<file path="config.mk">
export PLATFORM = sky130hd
export DESIGN_NAME = morse_key_decoder
export DESIGN_NICKNAME = d
export VERILOG_FILES = /design/src/hdl/mkd_pkg.sv /design/src/hdl/morse_key_decoder.sv /design/src/hdl/mkd_step.sv
export SDC_FILE = /design/constraint.sdc
export NUM_CORES = 1
export LEC_CHECK = 0
export BUFFER_PORTS_ARGS = -buffer_cell sky130_fd_sc_hd__buf_2
export CORE_AREA = 2 2 126 128
export CTS_CLUSTER_SIZE = 24
export DETAILED_ROUTE_END_ITERATION = 7
export DIE_AREA = 0 0 128 130
export PLACE_DENSITY = 0.7
export SYNTH_ARGS = -nofsm -noshare
export SYNTH_HDL_FRONTEND = slang
export SYNTH_SLANG_ARGS = --single-unit
</file>
<file path="constraint.sdc">
create_clock -name clock -period 11.45 [get_ports clock]
set_input_delay 1.145 -clock clock [delete_from_list [all_inputs] [get_ports clock]]
set_output_delay 1.145 -clock clock [all_outputs]
set_load 0.03 [all_outputs]
</file>
<file path="src/hdl/mkd_pkg.sv">
package mkd_pkg;

   // Field widths.
   localparam int UnitWidth  = 10;
   localparam int CountWidth = 14;
   localparam int KindWidth  = 3;
   localparam int CharWidth  = 7;

   // Thresholds after reset (unit of 25 ticks).
   localparam logic [UnitWidth-1:0]  UNIT_RESET = 10'd25;
   localparam logic [CountWidth-1:0] COUNT_MAX  = 14'h3FFF;

   // Longest letter in symbols.
   localparam logic [2:0] MAX_SYMBOLS = 3'd5;

   // Event kinds.
   localparam logic [KindWidth-1:0] KIND_DOT    = 3'd0;
   localparam logic [KindWidth-1:0] KIND_DASH   = 3'd1;
   localparam logic [KindWidth-1:0] KIND_LETTER = 3'd2;
   localparam logic [KindWidth-1:0] KIND_SPACE  = 3'd3;
   localparam logic [KindWidth-1:0] KIND_END    = 3'd4;

   // Characters that are emitted.
   localparam logic [CharWidth-1:0] CHAR_NONE    = 7'h00;
   localparam logic [CharWidth-1:0] CHAR_DOT     = 7'h2E;
   localparam logic [CharWidth-1:0] CHAR_DASH    = 7'h2D;
   localparam logic [CharWidth-1:0] CHAR_SPACE   = 7'h20;
   localparam logic [CharWidth-1:0] CHAR_UNKNOWN = 7'h3F;

   // Decoder state carried from one sample to the next.
   typedef struct packed {
      logic                  key_stable;
      logic                  last_sample;
      logic [CountWidth-1:0] tick_count;
      logic                  counting;
      logic [1:0]            symbol_marks;   // bit 0 dot, bit 1 dash
      logic [3:0]            gap_marks;      // symbol gap, letter, word pending, ended
      logic [7:0]            letter_code;    // count in [2:0], symbols above, 1 = dash
      logic                  letter_overflow;
      logic                  indicator;
   } state_type;

   // One result word.
   typedef struct packed {
      logic                 event_valid;
      logic [KindWidth-1:0] event_kind;
      logic [CharWidth-1:0] character;
      logic                 led_on;
   } result_type;

   // Gap thresholds in ticks, derived from the unit length.
   typedef struct packed {
      logic [11:0]           u3;
      logic [12:0]           u7;
      logic [CountWidth-1:0] u10;
   } limits_type;

   // Letter code to lower case ASCII; unknown codes give a question mark.
   function automatic logic [CharWidth-1:0] decode_letter(input logic [7:0] code);
      logic [CharWidth-1:0] ch;
      unique case (code)
         8'h12:   ch = 7'h61;
         8'h0C:   ch = 7'h62;
         8'h2C:   ch = 7'h63;
         8'h0B:   ch = 7'h64;
         8'h01:   ch = 7'h65;
         8'h24:   ch = 7'h66;
         8'h1B:   ch = 7'h67;
         8'h04:   ch = 7'h68;
         8'h02:   ch = 7'h69;
         8'h74:   ch = 7'h6A;
         8'h2B:   ch = 7'h6B;
         8'h14:   ch = 7'h6C;
         8'h1A:   ch = 7'h6D;
         8'h0A:   ch = 7'h6E;
         8'h3B:   ch = 7'h6F;
         8'h34:   ch = 7'h70;
         8'h5C:   ch = 7'h71;
         8'h13:   ch = 7'h72;
         8'h03:   ch = 7'h73;
         8'h09:   ch = 7'h74;
         8'h23:   ch = 7'h75;
         8'h44:   ch = 7'h76;
         8'h33:   ch = 7'h77;
         8'h4C:   ch = 7'h78;
         8'h6C:   ch = 7'h79;
         8'h1C:   ch = 7'h7A;
         default: ch = CHAR_UNKNOWN;
      endcase
      return ch;
   endfunction

endpackage

</file>
<file path="src/hdl/morse_key_decoder.sv">
// Morse key decoder.
// The req_ channel takes one raw key sample per word (req_key_pressed). Every
// accepted sample gives exactly one rsp_ word: rsp_event_valid marks a dot,
// dash, letter, word space or end of message (rsp_event_kind, rsp_character),
// and rsp_led_on always shows the indicator level after that sample.
// csr_write loads csr_unit_ticks, the number of samples in one Morse unit;
// write it only while no samples are in flight.
// The sample is held in an input register; then the decoder state is
// updated and the result is registered once the result register can load.
// While rsp_stall is low, throughput is one sample per cycle, set by the
// single pass from input register through step logic to result register.
// When rsp_stall is high the result register holds its word, the input
// register takes one more sample if empty, and then req_stall rises until
// the result is taken. Reset empties both registers, clears the decoder state
// and sets the unit to 25 samples.
module morse_key_decoder
   import mkd_pkg::*;
(
   input  logic                 clock,
   input  logic                 reset,
   input  logic                 req_valid,
   output logic                 req_stall,
   input  logic                 req_key_pressed,
   output logic                 rsp_valid,
   input  logic                 rsp_stall,
   output logic                 rsp_event_valid,
   output logic [KindWidth-1:0] rsp_event_kind,
   output logic [CharWidth-1:0] rsp_character,
   output logic                 rsp_led_on,
   input  logic                 csr_write,
   input  logic [UnitWidth-1:0] csr_unit_ticks
);

   logic       in_valid_ff;
   logic       in_valid_in;
   logic       in_key_ff;
   logic       out_valid_ff;
   logic       out_load;
   logic       step;
   logic       req_take;
   limits_type limits_ff;
   limits_type limits_in;
   state_type  state_ff;
   state_type  state_in;
   result_type result_ff;
   result_type result_in;

   // The result register can load when empty or when its word leaves.
   assign out_load  = !out_valid_ff || !rsp_stall;
   assign step      = in_valid_ff && out_load;
   assign req_stall = in_valid_ff && !out_load;
   assign req_take  = req_valid && !req_stall;

   assign in_valid_in = req_take ? 1'b1 : (step ? 1'b0 : in_valid_ff);

   // Thresholds of three, seven and ten units.
   always_comb begin
      limits_in.u3  = {1'b0, csr_unit_ticks, 1'b0} + 12'(csr_unit_ticks);
      limits_in.u7  = {csr_unit_ticks, 3'b000} - 13'(csr_unit_ticks);
      limits_in.u10 = 14'({csr_unit_ticks, 3'b000}) + 14'({csr_unit_ticks, 1'b0});
   end

   mkd_step u_step (
      .sample (in_key_ff),
      .limits (limits_ff),
      .cur    (state_ff),
      .nxt    (state_in),
      .res    (result_in)
   );

   // Control registers and decoder state.
   always_ff @(posedge clock) begin
      if (reset) begin
         in_valid_ff   <= 1'b0;
         out_valid_ff  <= 1'b0;
         state_ff      <= '0;
         limits_ff.u3  <= 12'(3 * UNIT_RESET);
         limits_ff.u7  <= 13'(7 * UNIT_RESET);
         limits_ff.u10 <= 14'(10 * UNIT_RESET);
      end else begin
         in_valid_ff <= in_valid_in;
         if (out_load) begin
            out_valid_ff <= in_valid_ff;
         end
         if (step) begin
            state_ff <= state_in;
         end
         if (csr_write) begin
            limits_ff <= limits_in;
         end
      end
   end

   // Payload registers.
   always_ff @(posedge clock) begin
      if (req_take) begin
         in_key_ff <= req_key_pressed;
      end
      if (step) begin
         result_ff <= result_in;
      end
   end

   assign rsp_valid       = out_valid_ff;
   assign rsp_event_valid = result_ff.event_valid;
   assign rsp_event_kind  = result_ff.event_kind;
   assign rsp_character   = result_ff.character;
   assign rsp_led_on      = result_ff.led_on;

endmodule

</file>
<file path="src/hdl/mkd_step.sv">
module mkd_step
   import mkd_pkg::*;
(
   input  logic       sample,
   input  limits_type limits,
   input  state_type  cur,
   output state_type  nxt,
   output result_type res
);

   logic       stable;
   logic [2:0] size;
   logic [7:0] dash_bit;

   // Symbol count and the bit position of the next symbol.
   assign size     = cur.letter_code[2:0];
   assign dash_bit = 8'b0000_1000 << size;

   always_comb begin
      nxt = cur;
      res = '0;

      // A new level is taken only when two samples in a row agree.
      stable          = (sample == cur.last_sample) ? sample : cur.key_stable;
      nxt.key_stable  = stable;
      nxt.last_sample = sample;

      if (stable && !cur.key_stable) begin
         // Press: a pending word gap is reported as a space.
         nxt.tick_count = '0;
         nxt.counting   = 1'b1;
         nxt.indicator  = 1'b0;
         if (cur.gap_marks[2]) begin
            res.event_valid = 1'b1;
            res.event_kind  = KIND_SPACE;
            res.character   = CHAR_SPACE;
         end
         nxt.gap_marks = '0;
      end else if (!stable && cur.key_stable) begin
         // Release: append the symbol to the letter and echo it.
         nxt.tick_count = '0;
         nxt.counting   = 1'b1;
         nxt.indicator  = 1'b0;
         if (cur.symbol_marks[0] || cur.symbol_marks[1]) begin
            res.event_valid = 1'b1;
            if (size >= MAX_SYMBOLS) begin
               nxt.letter_overflow = 1'b1;
            end else if (cur.symbol_marks[0]) begin
               nxt.letter_code = cur.letter_code + 8'd1;
            end else begin
               nxt.letter_code = (cur.letter_code | dash_bit) + 8'd1;
            end
            if (cur.symbol_marks[0]) begin
               res.event_kind = KIND_DOT;
               res.character  = CHAR_DOT;
            end else begin
               res.event_kind = KIND_DASH;
               res.character  = CHAR_DASH;
            end
         end
         nxt.symbol_marks = '0;
      end else if (stable) begin
         // Held: a dot first, then a dash once three units have passed.
         if (cur.tick_count < CountWidth'(limits.u3) && !cur.symbol_marks[0]) begin
            nxt.symbol_marks[0] = 1'b1;
         end else if (cur.tick_count >= CountWidth'(limits.u3) && !cur.symbol_marks[1]) begin
            nxt.symbol_marks = 2'b10;
            nxt.counting     = 1'b0;
            nxt.indicator    = 1'b1;
         end
      end else begin
         // Released: the gap length picks symbol, letter, word or end.
         if (cur.tick_count < CountWidth'(limits.u3) && !cur.gap_marks[0]) begin
            nxt.gap_marks[0] = 1'b1;
         end else if (cur.tick_count >= CountWidth'(limits.u3) &&
                      cur.tick_count < CountWidth'(limits.u7) && !cur.gap_marks[1]) begin
            nxt.gap_marks[0]    = 1'b0;
            nxt.gap_marks[1]    = 1'b1;
            nxt.indicator       = 1'b1;
            res.event_valid     = 1'b1;
            res.event_kind      = KIND_LETTER;
            res.character       = cur.letter_overflow ? CHAR_UNKNOWN
                                                      : decode_letter(cur.letter_code);
            nxt.letter_code     = '0;
            nxt.letter_overflow = 1'b0;
         end else if (cur.tick_count >= CountWidth'(limits.u7) &&
                      cur.tick_count < limits.u10 && !cur.gap_marks[2]) begin
            nxt.gap_marks[2] = 1'b1;
            nxt.indicator    = 1'b0;
         end else if (cur.tick_count >= limits.u10 && !cur.gap_marks[3]) begin
            nxt.gap_marks[2] = 1'b0;
            nxt.gap_marks[3] = 1'b1;
            nxt.counting     = 1'b0;
            res.event_valid  = 1'b1;
            res.event_kind   = KIND_END;
            res.character    = CHAR_NONE;
         end
      end

      // The tick counter saturates.
      if (nxt.counting && nxt.tick_count != COUNT_MAX) begin
         nxt.tick_count = nxt.tick_count + CountWidth'(1);
      end

      res.led_on = nxt.indicator;
   end

endmodule

</file>
==> metrics.txt <==
setup_tns=0 ps; vias in the first global route=5522; Multi-input gate area=0.00439 sq mm; Yosys warnings=0; fin crit period=4680 ps; count of hold-fix buffers inserted at cts=0; Initial Utilization=43.9%; top_reg_cell synth=dfxtp_1; critical path type=in -> reg; maximum VDD drop=0.0774 mV; Placed Cells=1020; post-route clock period utilization=40.8%; Final nets=937; ranking of synthesized cells by area=dfxtp_1 22%, ha_1 15%, edfxtp_1 5.8%; Gate Count Post-Synth=827; status=finished clean; initial DRC count=337; share of post-route cells with drive strength above 1=9.95%; Post-synth ARST share=0%; chip width=128 microns; DRC violations left=0; htree depth=3; final worst setup slack=6770 ps; P&R area growth vs syn=7.88%; max_slew headroom=46.7%; hold path start=limits_ff[32]$_SDFFE_PP0P_; Syn Area/Cell=8.20 sq um; most frequent cells in the layout=84 x inv_1, 80 x ha_1, 76 x dfxtp_1, 69 x nor2_1, 66 x a21oi_1; RSZ-0062 raised after global routing=no; die area=0.0166 sq mm; Core Util, Final=47.4%; Syn Std Cell Area=0.00678 sq mm; FP Rows=46; final hold viol count=0; crit path DAT=4910 ps; vias per std cell=5.70; Post-synth EDFFs=13; Die Y=130 microns; Seq/Total Area, Yosys=28.2%; drt pass-1 iters=5; first-pass GRT wire length=26500 microns; Root Buffer=clkbuf_16; Setup Viol. Count Final=0; # diodes=0; global route overflow=0; Worst-Margin Slew=798 ps; area leader, netlist=dfxtp_1; CP Capture Type=flop; initial antenna violation count=0; Max-cap violations=0; Slew Viols, Final=0; Final GP Congestion=0.847; post-CTS setup buffers=0; IO Pins=30; Clock Sinks=89; flop-to-flop setup slack=6890 ps; WHS Endpoint=limits_ff[32]$_SDFFE_PP0P_; Hold Path Stages=2; CTS tree=done; routed via count=5910; Synth top area share=22.4%; worst r2r path cells=14; Hold Path Class=reg -> reg; core box area=0.0154 sq mm; drt total wl=15900 microns; dpl hpwl=11900 microns; Post-Layout Cell Count=1036; CTS Buf Count=9; Synth Net Count=925; Worst Path Required=11680 ps; Storage cell area=0.00191 sq mm; most common cell after layout, fill and taps aside=inv_1; flops & latches, synth=89; worst slack, placed=6440 ps; skew final=5.02 ps; Lkg Pwr=0.00325 uW; port buffer count=29; fmax=214 MHz; clock transition at the registers of the reported paths=70 ps; Critical R2R Launch=in_key_ff$_DFFE_PP_; clk_lat worst skew=350 ps; largest net degree at the start of global routing=61; Resized cells post-CTS=0; wire length per cell=15.3 microns; crit-path max FO=28; pwr dens=110 mW/mm^2; Pwr Total=802 uW; GRT Util Overall=19.6%; Fillers=1529; CP Launch Type=input port; Synth cell types=84; Max Root-Sink Buffers=2; Antenna Nets Post-Route=0
## cell usage after synthesis (all sizes together), types with 17 or more instances
| master | instances |
|---|---|
| o211ai | 17 |
| ha | 80 |
| nor2 | 70 |
| nand3 | 23 |
| nand2 | 62 |
| inv | 89 |
| a211oi | 20 |
| dfxtp | 76 |
| o21ai | 44 |
| nor3 | 19 |
| clkbuf | 19 |
| a21oi | 68 |
## worst max-delay path by stage
stage,startpoint,end,slack [ps],cells past startpoint
after detailed placement,rsp_stall,flop,6440,16
final,rsp_stall,flop,6770,16
after floorplan,rsp_stall,flop,7310,19
after global routing,rsp_stall,flop,6360,16
after global placement,rsp_stall,flop,6570,16
after CTS,rsp_stall,flop,6820,16
## cell type report
class                   count  area share, %
repair buffers             31           2.19
clock inverters             6          0.565
flip-flops and latches     89           26.1
inverters                  89           4.64
multi-input cells         619           60.0
well taps                 192           3.29
clock buffers              10           3.13
## routing by layer
metal | vias up | track usage, % | part of all wire [%]
li1 | 3025 | - | -
met1 | 2700 | 25.5 | 48
met2 | 157 | 33.2 | 46
met3 | 28 | 4.02 | 4.6
met4 | 0 | 5.43 | 2.0
met5 | - | 0 | 0
## metrics by stage
stage / hold slack (ps) / cell area (sq um)
after floorplan: 433 / 6780
after global placement: 451 / 7040
after detailed placement: 454 / 7040
after CTS: 464 / 7310
after global routing: 483 / 7310
final: 463 / 7310
## registers in the layout, indices dropped and copies added (netlist names), named ones only
signal	flops
rsp_led_on	1
in_valid_ff	1
limits_ff	35
rsp_event_valid	1
state_ff	33
rsp_character	7
rsp_event_kind	3
rsp_valid	1
in_key_ff	1
## where the power goes
group | total, uW | switching [uW] | internal [uW]
clock | 280 | 132 | 148
combinational | 170 | 104 | 66.0
sequential | 352 | 14.3 | 338
## cells by family (layout without fill, tap and decap cells)
| logic type | count (synthesis) | in the layout | share of synthesized area (%) |
|---|---|---|---|
| flops | 89 | 89 | 28.2 |
| compound gates | 241 | 241 | 24.8 |
| fa+ha+maj | 82 | 82 | 15.4 |
| mux | 19 | 19 | 2.97 |
| xor+xnor | 21 | 21 | 2.71 |
| buf+inv | 119 | 136 | 7.01 |
| simple gates | 256 | 256 | 18.9 |
## critical path, cell delays in order
cell       delay (ps)
buf_2             110
nand2_1            60
nand2_1           190
inv_2             470
nand2b_1          210
a21o_1            230
a31oi_2           390
mux2i_1           140
nor2_1            410
ha_1              280
nand2_1            90
a2111oi_2         400
or2_2             260
a31oi_1            60
a2111oi_1         370
nor3_1             90
Power figures use the tool's default switching activity.
